<file path="src/hw/rtl/wlsq_pkg.sv">
// Shared constants, widths and result packing for the weight-limited slot queue.
// No dependencies; the slot queue imports this package, wlsq_ram does not.
`default_nettype none

package wlsq_pkg;

    localparam int SLOTS       = 8;
    localparam int PTR_W       = (SLOTS > 1) ? $clog2(SLOTS) : 1;
    localparam int CNT_W       = $clog2(SLOTS + 1);
    localparam int MASS_W      = 16;
    localparam int LOAD_W      = 19;
    localparam logic [LOAD_W-1:0] LIMIT_RESET = 19'd524280;

    // result word: accepted, taken_mass, item_waiting, total_load (LSB first)
    localparam int RES_W       = 1 + MASS_W + 1 + LOAD_W;
    localparam int M_TDATA_W   = ((RES_W + 7) / 8) * 8;

    typedef logic [M_TDATA_W-1:0] res_word_t;

    function automatic res_word_t pack_result(
        input logic              ok,
        input logic [MASS_W-1:0] taken,
        input logic              waiting,
        input logic [LOAD_W-1:0] load
    );
        res_word_t w;
        w = '0;
        w[0]                            = ok;
        w[MASS_W:1]                     = taken;
        w[MASS_W+1]                     = waiting;
        w[MASS_W+1+LOAD_W:MASS_W+2]     = load;
        return w;
    endfunction

endpackage

`default_nettype wire

</file>
<file path="src/hw/rtl/wlsq_ram.sv">
// Generic simple dual-port RAM: one write port, one read port, registered read data.
// No dependencies.
`default_nettype none

module wlsq_ram #(
    parameter int WIDTH = 16,
    parameter int DEPTH = 8,
    localparam int AW   = (DEPTH > 1) ? $clog2(DEPTH) : 1
) (
    input  wire logic             clk,
    input  wire logic             we,
    input  wire logic [AW-1:0]    waddr,
    input  wire logic [WIDTH-1:0] wdata,
    input  wire logic             re,
    input  wire logic [AW-1:0]    raddr,
    output logic      [WIDTH-1:0] rdata
);

    logic [WIDTH-1:0] mem [DEPTH];

    always_ff @(posedge clk)
    begin
        if (we)
        begin
            mem[waddr] <= wdata;
        end
        if (re)
        begin
            rdata <= mem[raddr];
        end
    end

endmodule

`default_nettype wire

</file>
<file path="src/hw/rtl/weight_limited_slot_queue.sv">
// Weight-limited slot queue: FIFO of item masses in a slot RAM, admission by total mass.
// Offer: the result goes straight from the input transaction into the output register.
// Take: registered read of the slot RAM at the head pointer (ST_READ), then the output register.
// Throughput: one offer per cycle unless the output stalls or a take is in ST_READ.
// Reset (rst_n, async low): empty queue, total zero, mass_limit = 524280; RAM not cleared.
// Depends on wlsq_pkg and wlsq_ram.
`default_nettype none

module weight_limited_slot_queue (
    input  wire logic                           clk,
    input  wire logic                           rst_n,
    // configuration: mass_limit
    input  wire logic                           cfg_we,
    input  wire logic [wlsq_pkg::LOAD_W-1:0]    cfg_data,
    // request channel
    input  wire logic                           s_tvalid,
    output logic                                s_tready,
    input  wire logic [wlsq_pkg::MASS_W-1:0]    s_tdata,   // [15:0] item_mass
    input  wire logic                           s_tuser,   // mode: 0 offer, 1 take
    // result channel
    output logic                                m_tvalid,
    input  wire logic                           m_tready,
    output logic [wlsq_pkg::M_TDATA_W-1:0]      m_tdata    // [0] accepted, [16:1] taken_mass,
                                                           // [17] item_waiting,
                                                           // [36:18] total_load, rest zero
);

    import wlsq_pkg::*;

    localparam logic ST_IDLE = 1'b0;
    localparam logic ST_READ = 1'b1;   // waiting on slot RAM read for a take

    // control state
    logic              state_reg, state_next;
    logic [PTR_W-1:0]  head_reg, head_next;
    logic [PTR_W-1:0]  tail_reg, tail_next;
    logic [CNT_W-1:0]  occ_reg, occ_next;
    logic [LOAD_W-1:0] load_reg, load_next;
    logic [LOAD_W-1:0] limit_reg;
    logic              out_valid_reg, out_valid_next;
    res_word_t         out_data_reg, out_data_next;

    logic              accept;
    logic              offer_ok;
    logic              take_go;
    logic [LOAD_W:0]   offer_sum;
    logic [MASS_W-1:0] rd_mass;
    logic [LOAD_W-1:0] rd_mass_ext;
    logic [LOAD_W-1:0] take_load;
    logic [CNT_W-1:0]  occ_dec;

    // Accept only in idle, and only if the output register is free by the next edge.
    // A take blocks further requests until its RAM read returns.
    assign s_tready = (state_reg == ST_IDLE) && (!out_valid_reg || m_tready);
    assign accept   = s_tvalid && s_tready;

    assign offer_sum = {1'b0, load_reg} + {{(LOAD_W + 1 - MASS_W){1'b0}}, s_tdata};

    // Offer needs a free slot, nonzero mass and room under the limit.
    assign offer_ok = !s_tuser
                   && (occ_reg < CNT_W'(SLOTS))
                   && (s_tdata != '0)
                   && (offer_sum <= {1'b0, limit_reg});

    // Take with items present goes to the RAM; an empty take answers at once.
    assign take_go = accept && s_tuser && (occ_reg != '0);

    // Slot store: written at tail on an admitted offer, read at head on a take.
    // Write and read never fall in the same cycle for a take that depends on the write,
    // since a take is launched no earlier than the edge after the write.
    wlsq_ram #(
        .WIDTH (MASS_W),
        .DEPTH (SLOTS)
    ) u_slot_ram (
        .clk   (clk),
        .we    (accept && offer_ok),
        .waddr (tail_reg),
        .wdata (s_tdata),
        .re    (take_go),
        .raddr (head_reg),
        .rdata (rd_mass)
    );

    assign rd_mass_ext = {{(LOAD_W - MASS_W){1'b0}}, rd_mass};
    assign take_load   = (load_reg >= rd_mass_ext) ? (load_reg - rd_mass_ext) : '0;
    assign occ_dec     = occ_reg - CNT_W'(1);

    always_comb
    begin
        state_next     = state_reg;
        head_next      = head_reg;
        tail_next      = tail_reg;
        occ_next       = occ_reg;
        load_next      = load_reg;
        out_valid_next = out_valid_reg && !m_tready;
        out_data_next  = out_data_reg;

        case (state_reg)
            ST_IDLE:
            begin
                if (take_go)
                begin
                    state_next = ST_READ;
                end
                else if (accept)
                begin
                    out_valid_next = 1'b1;
                    if (offer_ok)
                    begin
                        tail_next     = (tail_reg == PTR_W'(SLOTS - 1)) ? '0
                                                                         : tail_reg + PTR_W'(1);
                        occ_next      = occ_reg + CNT_W'(1);
                        load_next     = offer_sum[LOAD_W-1:0];
                        out_data_next = pack_result(1'b1, '0, 1'b1, offer_sum[LOAD_W-1:0]);
                    end
                    else
                    begin
                        // refused offer or take from an empty queue: state unchanged
                        out_data_next = pack_result(1'b0, '0, (occ_reg != '0), load_reg);
                    end
                end
            end
            ST_READ:
            begin
                state_next     = ST_IDLE;
                head_next      = (head_reg == PTR_W'(SLOTS - 1)) ? '0 : head_reg + PTR_W'(1);
                occ_next       = occ_dec;
                load_next      = take_load;
                out_valid_next = 1'b1;
                out_data_next  = pack_result(1'b1, rd_mass, (occ_dec != '0), take_load);
            end
            default:
            begin
                state_next = ST_IDLE;
            end
        endcase
    end

    always_ff @(posedge clk or negedge rst_n)
    begin
        if (!rst_n)
        begin
            state_reg     <= ST_IDLE;
            head_reg      <= '0;
            tail_reg      <= '0;
            occ_reg       <= '0;
            load_reg      <= '0;
            limit_reg     <= LIMIT_RESET;
            out_valid_reg <= 1'b0;
        end
        else
        begin
            state_reg     <= state_next;
            head_reg      <= head_next;
            tail_reg      <= tail_next;
            occ_reg       <= occ_next;
            load_reg      <= load_next;
            out_valid_reg <= out_valid_next;
            if (cfg_we)
            begin
                limit_reg <= cfg_data;
            end
        end
    end

    // result payload register, no reset needed
    always_ff @(posedge clk)
    begin
        out_data_reg <= out_data_next;
    end

    assign m_tvalid = out_valid_reg;
    assign m_tdata  = out_data_reg;

    // ---------------------------------------------------------------------------------
    // Assertions
    // ---------------------------------------------------------------------------------

    // occupancy never passes the slot count
    a_occ_bound: assert property (@(posedge clk) disable iff (!rst_n)
        occ_reg <= CNT_W'(SLOTS))
        else $error("occupancy above slot count");

    // masses are nonzero, so an empty queue carries no load and vice versa
    a_load_empty: assert property (@(posedge clk) disable iff (!rst_n)
        (occ_reg == '0) == (load_reg == '0))
        else $error("load and occupancy disagree");

    // output register is always free while a take waits on the RAM
    a_read_slot_free: assert property (@(posedge clk) disable iff (!rst_n)
        (state_reg == ST_READ) |-> !out_valid_reg)
        else $error("take result would overwrite pending result");

    // a launched take always prepares an accepted result for the output register in ST_READ
    a_take_result: assert property (@(posedge clk) disable iff (!rst_n)
        take_go |=> (out_valid_next && out_data_next[0]))
        else $error("take lost its result");

endmodule

`default_nettype wire
</file>
<file path="config.mk">
export PLATFORM = sky130hd
export DESIGN_NAME = weight_limited_slot_queue
export DESIGN_NICKNAME = d
export VERILOG_FILES = /design/src/hw/rtl/wlsq_pkg.sv /design/src/hw/rtl/wlsq_ram.sv /design/src/hw/rtl/weight_limited_slot_queue.sv
export SDC_FILE = /design/constraint.sdc
export NUM_CORES = 1
export LEC_CHECK = 0
export ABC_AREA = 0
export BUFFER_PORTS_ARGS = -buffer_cell sky130_fd_sc_hd__buf_2
export CAP_MARGIN = 20
export CORE_ASPECT_RATIO = 1.5
export CORE_UTILIZATION = 40
export CTS_CLUSTER_DIAMETER = 50
export DETAILED_ROUTE_END_ITERATION = 7
export GPL_ROUTABILITY_DRIVEN = 0
export GPL_TIMING_DRIVEN = 0
export PLACE_DENSITY_LB_ADDON = 0.12
export SYNTH_ARGS = -nofsm -noshare
export SYNTH_HDL_FRONTEND = slang
export SYNTH_SLANG_ARGS = --single-unit
</file>
<file path="constraint.sdc">
create_clock -name clk -period 6.2 [get_ports clk]
set_input_delay 0.93 -clock clk [delete_from_list [all_inputs] [get_ports clk]]
set_output_delay 0.93 -clock clk [all_outputs]
set_load 0.02 [all_outputs]
</file>
* After elaboration in Yosys (flattened, before gate mapping)
Memory sizes are Yosys's and may differ from the RTL's. A register that Yosys moved wholly into a read port is not among the register bits.
Cells that the tools add are included.
** Word-level totals
- Bits in registers :: 90
- Output and inout bits :: 42
- Input bits :: 41
- Memories kept :: 1
- Logic and storage cells :: 66
- RAM bits :: 128
** Memory list
- u_slot_ram.mem :: depth 8, width 16, rd ports 1, clocked after Yosys merged registers in 1, wr ports 1, line wlsq_ram.sv:19 : logic [WIDTH-1:0] mem [DEPTH];
** Operators by class
- Mux-type cells :: 22
- Add/sub/neg operators :: 6
- Reduce and logical (&&, ||, !) cells :: 19
- Equal/unequal tests :: 5
- Bitwise operators :: 2
- Magnitude comparators :: 3
** Operator list (number)
- 40-bit two-way mux :: 2
- 40-bit one-hot mux with 2 select lines :: 1
- 19-bit two-way mux :: 4
- 19-bit one-hot mux with 2 select lines :: 1
- 37-bit two-way mux :: 1
- 19-bit by 16-bit adder with 20-bit output :: 1
- 20-bit by 19-bit <= comparator with 1-bit output :: 1
- 19-bit by 16-bit >= comparator with 1-bit output :: 1
- 19-bit by 16-bit subtractor with 19-bit output :: 1
- 16-bit nonzero test :: 1
- 4-bit two-way mux :: 3
- 1-bit logical AND :: 9
- 4-bit one-hot mux with 2 select lines :: 1
- 4-bit nonzero test :: 2
- 3-bit by 1-bit adder with 3-bit output (second input constant) :: 2
- 3-bit == test (second input constant) :: 2
- 3-bit two-way mux :: 2
- 2-bit != test (second input constant) :: 3
- 1-bit two-way mux :: 5
- 4-bit by 1-bit adder with 4-bit output (second input constant) :: 1
- 4-bit less-than comparator (second input constant) :: 1
- 1-bit one-hot mux with 2 select lines :: 2
- 4-bit AND reduction :: 1
- 4-bit by 1-bit subtractor with 4-bit output (second input constant) :: 1
- other kinds (5) :: 8

* Longest topological paths before layout
Gate-level depths: netlist of the first run.
- Depth in word-level cells :: 8
- Depth in mapped cells :: 21
- Mapped depth without buffers :: 19

* Hierarchy
A second synthesis of the first run with hierarchy kept.
** Second synthesis, totals
- Cell total of the unflattened synthesis :: 870
- Area total of the unflattened synthesis :: 11697.5 um^2
** Modules (own cells, without submodules)
- weight_limited_slot_queue :: instances 1, sequential area each 2382.3 um^2, area each 6243.5 um^2, cells an instance 656
- wlsq_ram :: instances 1, sequential area each 4324.1 um^2, area each 5454.0 um^2, cells an instance 214

* Least setup slack after synthesis of the first run
Ideal clock, no wire load.
- Kind :: input to register
- Start point :: input s_tdata[0] in the netlist's numbering
- End point :: memory u_slot_ram.mem[0][0], enable pin
- Path slack :: 0.101 ns
- Arrival time :: 5.669 ns
- Library setup time :: 0.430 ns
- Data required time :: 5.770 ns
- Cell stages on the path :: 18
- Buffers on the path :: 0
- Path through :: ha_1 > inv_1 > fa_1 > nor2b_1 > o31a_1 > o21ai_2 > a21oi_2 > o41ai_4 > nor2_2 > xor2_1 > ha_1 > a2111oi_2 > o21ai_1 > o31ai_1 > nand2_1 > nor2_8 > nand2_4 > nor4_1
** Between the ends
- Cells in the longest elaborated chain, start to end :: 6
- Elaborated cells between the ends (all ways) :: 8
- Classes of those cells :: add/sub: 1; order compare: 1; mux: 2; reduce/logical: 4
** Ends and longest elaborated chain
- from (decl) :: line weight_limited_slot_queue.sv:18 : input wire logic [wlsq_pkg::MASS_W-1:0] s_tdata,
- 19-bit by 16-bit adder with 20-bit output or 16-bit nonzero test (tied branches) :: line weight_limited_slot_queue.sv:57, weight_limited_slot_queue.sv:62
- 20-bit by 19-bit <= comparator with 1-bit output or 1-bit logical AND (tied branches) :: line weight_limited_slot_queue.sv:63, weight_limited_slot_queue.sv:62
- 1-bit logical AND * :: line weight_limited_slot_queue.sv:63 : && (offer_sum <= {1'b0, limit_reg});
- 1-bit logical AND * :: line weight_limited_slot_queue.sv:76 : .we (accept && offer_ok),
- 1-bit two-way mux * :: line wlsq_ram.sv:23 : if (we)
- 1-bit two-way mux (implied by the code) * :: line wlsq_ram.sv:25 : mem[waddr] <= wdata;
- to (decl) :: line wlsq_ram.sv:19
Every way passes the cells marked *; elsewhere a longest branch is shown, timed or not.

* Worst setup path after layout of the first run
- Start point :: input s_tdata[0] in the netlist's numbering
- End point :: memory u_slot_ram.mem[2][6], enable pin
Same word-level chain as after synthesis.

==> results of run 1 <==
path summary, 6_finish.rpt:
| kind | from | endpoint | slack (ns) | cells after the start |
|---|---|---|---|---|
| worst min-delay path | rst_n | limit_reg[2] | 0.35 | 1 |
| worst min register to register | limit_reg[11] | limit_reg[11] | 0.51 | 2 |
| worst max register to register | load_reg[0] | u_slot_ram.mem[2][6] | 0.58 | 19 |
| worst max-delay path | s_tdata[0] | u_slot_ram.mem[2][6] | 0.42 | 20 |
| min in group clk | limit_reg[11] | limit_reg[11] | 0.51 | 2 |
| max in group asynchronous | rst_n | limit_reg[10] | 5.20 | 2 |
critical path: stages:
cell and delay, ns:
buf_2 0.17, ha_1 0.26, inv_1 0.08, fa_1 0.20, nor2b_1 0.07, o31a_1 0.28, o21ai_2 0.23, a21oi_2 0.12
o41ai_4 0.52, nor2_2 0.13, xor2_1 0.19, ha_1 0.23, a2111oi_2 0.32, o21ai_1 0.12, o31ai_1 0.40, nand2_1 0.26
nor2_8 0.32, nand2_4 0.20, nor4b_4 0.76, buf_8 0.24
metal layers:
layer	vias to the layer above	track usage	share of wire	routed length, um
met5	-	0	0	0
met4	0	0.108	0.048	1440
met3	76	0.0256	0.036	1080
met2	179	0.393	0.54	16000
met1	3696	0.228	0.38	11200
li1	3527	-	-	-
placed cells by master, fill, tap and decap left out, types with 6 or more instances in the layout:
| cell | count |
|---|---|
| a21oi_1 | 23 |
| o22a_1 | 8 |
| o21ai_0 | 52 |
| xnor2_1 | 24 |
| nand4_1 | 8 |
| o21a_1 | 13 |
| a21oi_2 | 6 |
| mux2_2 | 20 |
| mux2i_1 | 16 |
| a21o_1 | 16 |
| nand2_1 | 48 |
| clkbuf_16 | 27 |
| dfstp_2 | 16 |
| a211oi_1 | 7 |
| clkinv_1 | 6 |
| nand3_1 | 10 |
| mux4_2 | 32 |
| a31oi_1 | 12 |
| a2bb2oi_1 | 10 |
| buf_2 | 88 |
| edfxtp_1 | 181 |
| nor4_1 | 9 |
| nor2b_1 | 7 |
| clkbuf_1 | 23 |
| buf_4 | 7 |
| and3_1 | 6 |
| inv_1 | 53 |
| dfrtp_1 | 34 |
| o21bai_1 | 6 |
| ha_1 | 59 |
| nor3_1 | 13 |
| o21ai_1 | 10 |
| nor2_1 | 45 |
| buf_8 | 6 |
what timing repair did:
| action | in CTS | in global routing |
|---|---|---|
| setup buffers | 0 | 0 |
| gates resized for setup | 0 | 1 |
| setup endpoints to repair | 0 | 7 |
| hold buffers | 0 | 0 |
metrics by stage:
| stage | utilization | hold slack (ns) |
|---|---|---|
| final | 0.475 | 0.354 |
| after global routing | 0.475 | 0.376 |
| after CTS | 0.474 | 0.345 |
| after detailed placement | 0.445 | 0.501 |
| after global placement | 0.437 | 0.500 |
| after floorplan | - | 0.480 |
cells by family (layout without fill, tap and decap cells):
family / Yosys count / count (layout) / share of synthesized area
xor+xnor: 29 / 29 / 0.0219
buf+inv: 89 / 231 / 0.0343
compound gates: 202 / 202 / 0.123
fa+ha+maj: 61 / 61 / 0.0670
flops: 231 / 231 / 0.578
simple gates: 180 / 180 / 0.0804
other cells: 1 / 3 / 0.000323
mux: 68 / 68 / 0.0953
power by group through the flow:
stage,combinational [mW],sequential (mW),clock [mW]
floorplan,2.26,2.26,0
global placement,3.18,2.21,0
detailed placement,3.25,2.22,0
CTS,3.26,2.19,1.53
global route,3.55,2.22,1.58
finish,3.22,2.19,1.49
layout make-up:
type,count,area [um^2]
sequential,231,6710
inverter,53,199
clock inverter,17,131
fill,2581,15000
multi-input combinational,543,4580
timing repair buffer,93,584
tap,390,488
clock buffer,32,694
buffer,36,199
==> qor.txt, run 1 <==
outcome -> finished with violations
die width -> 141 um
Psw -> 2.73 mW
Critical Path End Type -> flip-flop
Mapped Cells -> 861
Clk pwr share -> 0.216
most common cell in the synthesized netlist -> edfxtp_1
Initial Utilization -> 0.406
layout cell share with drive strength beyond 1 -> 0.255
RSZ-0062 raised after global routing -> false
Nets -> 1,087
Worst setup SP type -> input port
Pint -> 4.17 mW
Biggest register -> u_slot_ram.mem
worst path required time -> 6.47 ns
Peak supply drop -> 0.244 mV
setup violators final -> 0
core box area -> 28,600 um^2
Pleak -> 5.12 nW
number of synthesized flops with an enable pin -> 181
asr flop ratio synth -> 0.216
area leader, netlist -> edfxtp_1
P&R area growth vs syn -> 17.0%
Clock Tree Root -> clkbuf_16
violated checks -> design-rule violations
HPWL reported at the end of detailed placement -> 22,200 um
Warnings, synthesis -> 0
Worst slew margin -> 0.422
Synth cell types -> 74
DRT Pass-1 Iters -> 7
worst-case clock buffer depth -> 3
Cell Area, Synth -> 11,600 um^2
PwrDens -> 508 nW/um^2
Worst-Skew Late Latency -> 0.56 ns
Logic pwr share -> 0.467
drt wl/cell -> 21.3 um
first-pass GRT wire length -> 45,700 um
register area share after synthesis -> 0.578
Hold Crit Class -> input port to async pin
Mapped Avg Cell Area -> 13.5 um^2
final cycle utilization of the critical path -> 0.933
largest net degree at the start of global routing -> 32
worst clock skew -> 0.0143 ns
synth top area cells -> edfxtp_1 (47%), dfrtp_1 (7.3%), ha_1 (6.4%)
# IOs -> 83
CTS tree -> yes
Fmax -> 173 MHz
Worst-path clk slew -> 0.06 ns
GRT overflow -> 0
Main synth FF type -> edfxtp_1
residual DRC count -> 1
switching fraction of total power -> 0.396
setup ws final -> 0.418 ns
Die Height -> 211 um
Max-Cap Viols -> 0
post-layout min period -> 5.78 ns
H-tree depth -> 1
max reg flops -> 128
Global Route Usage Sum -> 0.209
Seq cells post-synth -> 231
Max Slew Vio Count -> 0
initial antenna violation count -> 0
cell total after placement -> 1,346
Antenna Nets Post-Route -> 0
Setup WS pre-CTS -> -0.232 ns
final non-filler cell area -> 13,600 um^2
Die Area -> 29,700 um^2
Vias -> 7,478
total chip power -> 6.90 mW
FP Rows -> 76
Vias/cell -> 5.36
final hold vios -> 0
CTS Buf Count -> 27
Seq pwr share -> 0.317
Routed Wire Length -> 29,800 um
Setup CP Type -> input port to flip-flop
Yosys top cell area share -> 0.468
input/output buffers -> 78
Least-Margin Pin Slew -> 0.860 ns
vias in the first global route -> 8,003
Sinks on Clock Net -> 231
Post-DP Area -> 12,700 um^2
setup TNS -> 0 ns
CP Max Fanout -> 10
Synth top cells by count -> edfxtp_1 (181), ha_1 (59), inv_1 (53), o21ai_0 (52), nand2_1 (48)
n_diodes -> 0
Finished Layout Cells -> 1,395
Worst EP arrival -> 6.05 ns
initial DRC count -> 464
(Power assumes the default switching activity.)
==> inputs of run 2 (changes only) <==
CTS_BUF_LIST = sky130_fd_sc_hd__clkbuf_8   (was not set)
clock period = 5.1 ns   (was 6.2 ns; I/O delays follow)
==> run 2 against run 1 <==
The flow still finishes with violations (design-rule violations). Worst setup slack got worse by 0.10 ns. Cell count rose by 2.1%. Register-to-register slack got worse by 0.25 ns. Wire length grew 0.92%. Cell area grew 0.44%. Largest power group unchanged.
==> qor.txt, run 2 (same netlist as run 1, synthesis figures left out) <==
DR WL met2 -> 16,100 um (+0.46%)
terminus of the critical flop-to-flop path -> m_tdata[26]
drt wl/cell -> 21.1 um (-1.1%)
CTS Buf Count -> 40 (+48%)
final hold vios -> 0 (unchanged)
CTS hold repair buffers -> 0 (unchanged)
vias in the first global route -> 8,003 (unchanged)
Worst-Skew Late Latency -> 0.57 ns (about the same)
post-layout min period -> 4.79 ns
setup TNS -> 0 ns (unchanged)
R2R setup slack -> 0.33 ns (-0.25 ns)
Max Slew Vio Count -> 0 (unchanged)
Setup CP Type -> input port to flip-flop
core box area -> 28,600 um^2 (unchanged)
Biggest register -> u_slot_ram.mem
Clock Tree Root -> clkbuf_8
Max-Cap Viols -> 0 (unchanged)
first-pass GRT wire length -> 45,400 um (-0.73%)
R2R cell count -> 20 (+1)
Reg area -> 6710 um^2 (unchanged)
P&R area growth vs syn -> 17.5%
CP Max Fanout -> 10 (unchanged)
input/output buffers -> 78 (unchanged)
Least-Margin Pin Slew -> 0.799 ns (-0.0614 ns)
DRT Pass-1 Iters -> 6 (-1)
GRT overflow -> 0 (unchanged)
FF-to-FF Start -> load_reg[0]
Hold Crit Class -> input port to async pin
PwrDens -> 604 nW/um^2 (+19%)
Critical Path End Type -> flip-flop
Nets -> 1,111 (+2.2%)
Fin Hold WS -> 0.188 ns (-0.166 ns)
residual DRC count -> 1 (unchanged)
Vias -> 7,502 (+0.32%)
Antenna Nets Post-Route -> 0 (unchanged)
Peak supply drop -> 0.211 mV (-13%)
Pleak -> 5.21 nW (+1.8%)
Vias/cell -> 5.27 (-1.7%)
outcome -> finished with violations
max reg flops -> 128 (unchanged)
Routed met1 length -> 11,600 um (+3.4%)
Worst slew margin -> 0.468 (+0.0457)
violated checks -> design-rule violations
Die Height -> 211 um (unchanged)
CTS tree -> yes
Worst-path clk slew -> 0.06 ns (about the same)
die width -> 141 um (unchanged)
initial antenna violation count -> 0 (unchanged)
worst-case clock buffer depth -> 3 (unchanged)
initial DRC count -> 355 (-23%)
worst clock skew -> 0.0235 ns (+0.00914 ns)
Fmax -> 209 MHz
multi-input logic area -> 4630 um^2 (+1.1%)
layout cell share with drive strength beyond 1 -> 0.278 (+0.0228)
Routed Wire Length -> 30,100 um (+0.92%)
setup violators final -> 0 (unchanged)
Die Area -> 29,700 um^2 (unchanged)
H-tree depth -> 2 (+1)
RSZ-0062 raised after global routing -> false
max layer used -> met4
n_diodes -> 0 (unchanged)
largest net degree at the start of global routing -> 33 (+3.1%)
met3 wire length -> 1010 um (-6.6%)
FP Rows -> 76 (unchanged)
# IOs -> 83 (unchanged)
Global Route Usage Sum -> 0.210 (+0.000866)
HPWL reported at the end of detailed placement -> 22,100 um (-0.52%)
worst path required time -> 5.46 ns (-1.01 ns)
most frequent cells in the layout -> edfxtp_1 (181), buf_2 (88), inv_1 (62)
Worst EP arrival -> 5.14 ns (-0.91 ns)
Worst setup SP type -> input port
fin util -> 0.477 (+0.00210)
final cycle utilization of the critical path -> 0.938
FILL cells -> 2,614 (+1.3%)
most common cell after layout, fill and taps aside -> edfxtp_1
Sinks on Clock Net -> 231 (unchanged)
Initial Utilization -> 0.406 (unchanged)
[run 2: cell types whose count changed in the layout (fill, tap and decap cells not counted), sizes merged]
cell / before / now
buf: 111 / 122
clkbuf: 50 / 60
inv: 57 / 64
clkinvlp: 0 / 2
clkinv: 13 / 11
bufinv: 0 / 1
[run 2: cell type report]
class                   instances  area share
multi-input cells             543       0.340
plain buffers                  36      0.0146
inverters                      53      0.0146
clock inverters                25      0.0110
well taps                     390      0.0358
flip-flops and latches        231       0.492
clock buffers                  42      0.0424
repair buffers                104      0.0506
[run 2: routing by layer]
metal | up-vias | track usage
met1 | 3672 | 0.224
met2 | 178 | 0.393
met5 | - | 0
met3 | 71 | 0.0324
met4 | 0 | 0.110
li1 | 3581 | -
[run 2: through the flow]
step / std cells / instance area [um^2] / setup slack [ns] / total power [mW]
after floorplan: 863 / 11600 / -0.429 / 5.51
after global placement: 1331 / 12500 / -2.62 / 6.57
after detailed placement: 1344 / 12800 / -1.14 / 6.64
after CTS: 1424 / 13600 / 0.213 / 8.33
after global routing: 1424 / 13600 / 0.0210 / 8.78
final: 1424 / 13600 / 0.314 / 8.24
[run 2: power by group]
part	switching, mW	internal, mW
combinational	2.30	1.70
clock	0.762	0.818
sequential	0.224	2.44
total	3.29	4.95
[run 2: how the worst max path moves through the flow]
stage                start                   end  slack, ns
2_1_floorplan   s_tdata[0]  u_slot_ram.mem[6][0]      -0.43
3_3_place_gp    s_tdata[0]  u_slot_ram.mem[7][0]      -2.62
3_5_place_dp    s_tdata[0]  u_slot_ram.mem[5][0]      -1.14
4_1_cts        load_reg[0]  u_slot_ram.mem[7][0]       0.21
5_1_grt        load_reg[0]  u_slot_ram.mem[7][0]       0.02
6_report        s_tdata[0]           m_tdata[26]       0.31
[run 2: repair_timing]
action / CTS / global route
setup endpoints to repair: 126 / 68
pin swaps: 8 / 0
hold endpoints to repair: 0 / 0
gates resized for setup: 5 / 2
setup buffers: 13 / 0
[run 2: critical path: stages]
cell and delay, ns:
buf_2 0.20, ha_1 0.23, inv_1 0.07, fa_1 0.40, nor2b_1 0.16, o31a_1 0.23
o21ai_0 0.10, nand2b_1 0.13, a31oi_1 0.15, xnor2_2 0.23, ha_1 0.31, nand4_1 0.21
nor4_1 0.43, a21boi_0 0.34, o31ai_2 0.12, nand2_1 0.22, nor2_8 0.05, buf_4 0.20
buf_12 0.17, mux2i_1 0.11, o21ai_1 0.31
==> inputs of run 3 (changes only) <==
MAX_ROUTING_LAYER = met4   (was not set)
==> run 3 against run 2 <==
The run still ends with design-rule violations left. Combinational power is essentially flat. Cell area is the same. Clock skew shrank 0.0027 ns. Largest cell class unchanged. Largest power group unchanged. Highest routed layer unchanged.
==> qor.txt, run 3 (same netlist as run 1, synthesis figures left out) <==
FF-to-FF Start -> load_reg[0]
final hold vios -> 0 (unchanged)
GRT overflow -> 0 (unchanged)
terminus of the critical flop-to-flop path -> m_tdata[26]
post-layout min period -> 4.81 ns (+0.0210 ns)
Worst-Skew Late Latency -> 0.57 ns (about the same)
final cycle utilization of the critical path -> 0.942 (+0.00411)
most common cell after layout, fill and taps aside -> edfxtp_1
outcome -> finished with violations
Die Height -> 211 um (unchanged)
Pleak -> 5.21 nW (unchanged)
H-tree depth -> 2 (unchanged)
R2R cell count -> 20 (unchanged)
# IOs -> 83 (unchanged)
Routed Wire Length -> 30,100 um (+0.19%)
HPWL reported at the end of detailed placement -> 22,100 um (unchanged)
setup ws final -> 0.293 ns (-0.0210 ns)
worst path required time -> 5.46 ns (about the same)
worst-case clock buffer depth -> 3 (unchanged)
initial DRC count -> 356 (+0.28%)
PwrDens -> 605 nW/um^2 (about the same)
core box area -> 28,600 um^2 (unchanged)
Setup WS pre-CTS -> -1.14 ns (unchanged)
Fmax -> 208 MHz (-0.44%)
initial antenna violation count -> 0 (unchanged)
worst clock skew -> 0.0207 ns (-0.00274 ns)
CTS tree -> yes
FP Rows -> 76 (unchanged)
largest net degree at the start of global routing -> 33 (unchanged)
Global Route Usage Sum -> 0.216 (+0.00646)
Max-Cap Viols -> 0 (unchanged)
Die Area -> 29,700 um^2 (unchanged)
setup violators final -> 0 (unchanged)
Max Slew Vio Count -> 0 (unchanged)
layout cell share with drive strength beyond 1 -> 0.278 (unchanged)
cell total after placement -> 1,344 (unchanged)
Finished Layout Cells -> 1,424 (unchanged)
Vias/cell -> 5.29 (+0.35%)
Worst slew margin -> 0.457 (-0.0107)
n_diodes -> 0 (unchanged)
Peak supply drop -> 0.211 mV (about the same)
Worst-path clk slew -> 0.06 ns (about the same)
CTS Buf Count -> 40 (unchanged)
Least-Margin Pin Slew -> 0.815 ns (+0.0161 ns)
die width -> 141 um (unchanged)
Vias -> 7,528 (+0.35%)
drt wl/cell -> 21.1 um (+0.19%)
Nets -> 1,111 (unchanged)
fin util -> 0.477 (unchanged)
CTS hold repair buffers -> 0 (unchanged)
DRT Pass-1 Iters -> 7 (+1)
input/output buffers -> 78 (unchanged)
P&R area growth vs syn -> 17.5% (unchanged)
residual DRC count -> 1 (unchanged)
most frequent cells in the layout -> edfxtp_1 (181), buf_2 (88), inv_1 (62)
violated checks -> design-rule violations
CP Max Fanout -> 10 (unchanged)
Setup CP Type -> input port to flip-flop
Hold Crit Class -> input port to async pin
Worst EP arrival -> 5.16 ns (+0.02 ns)
max reg flops -> 128 (unchanged)
Clock Tree Root -> clkbuf_8
Worst setup SP type -> input port
vias in the first global route -> 7,996 (-0.087%)
Initial Utilization -> 0.406 (unchanged)
RSZ-0062 raised after global routing -> false
Critical Path End Type -> flip-flop
Antenna Nets Post-Route -> 0 (unchanged)
first-pass GRT wire length -> 45,500 um (about the same)
Sinks on Clock Net -> 231 (unchanged)
Biggest register -> u_slot_ram.mem
R2R setup slack -> 0.31 ns (-0.02 ns)
==> run 3: worst max-delay path by stage <==
stage / from / end
2_1_floorplan: s_tdata[0] / u_slot_ram.mem[6][0]
3_3_place_gp: s_tdata[0] / u_slot_ram.mem[7][0]
3_5_place_dp: s_tdata[0] / u_slot_ram.mem[5][0]
4_1_cts: load_reg[0] / u_slot_ram.mem[7][0]
5_1_grt: load_reg[0] / u_slot_ram.mem[7][0]
6_report: s_tdata[0] / m_tdata[26]
==> run 3: area by class of cell <==
class | count | area (um^2)
fillers | 2614 | 15000
flip-flops and latches | 231 | 6710
multi-input cells | 543 | 4630
repair buffers | 104 | 691
clock buffers | 42 | 578
well taps | 390 | 488
plain buffers | 36 | 199
inverters | 53 | 199
clock inverters | 25 | 150
==> run 3: routing by layer <==
layer  global-route usage  vias to the layer above  routed length, um
met1                0.225                     3713              11700
met3               0.0322                       72                904
li1                     -                     3581                  -
met5                    -                        -                  0
met4                0.110                        0               1370
met2                0.393                      162              16100
==> run 3: stage by stage <==
step / power [mW] / instance area (um^2) / hold WS, ns / TNS [ns]
after CTS: 8.33 / 13600 / 0.161 / 0
final: 8.25 / 13600 / 0.184 / 0
after detailed placement: 6.64 / 12800 / 0.503 / -127.41
after global routing: 8.78 / 13600 / 0.190 / 0
after floorplan: 5.51 / 11600 / 0.469 / -34.95
after global placement: 6.57 / 12500 / 0.500 / -297.39
==> run 3: repair_timing <==
action / in CTS / in global routing
resized for setup: 5 / 2
buffers inserted: 13 / 0
setup endpoints to repair: 126 / 68
pin swaps: 8 / 0
==> run 3: worst max-delay path, cell delays in order <==
cell and delay [ns]:
buf_2 0.20, ha_1 0.23, inv_1 0.07, fa_1 0.39, nor2b_1 0.16, o31a_1 0.23
o21ai_0 0.10, nand2b_1 0.13, a31oi_1 0.14, xnor2_2 0.23, ha_1 0.31, nand4_1 0.21
nor4_1 0.46, a21boi_0 0.35, o31ai_2 0.12, nand2_1 0.22, nor2_8 0.05, buf_4 0.20
buf_12 0.17, mux2i_1 0.11, o21ai_1 0.30
==> run 3: where the power goes <==
group	switching, mW	internal, mW
combinational	2.31	1.70
sequential	0.225	2.44
clock	0.763	0.818
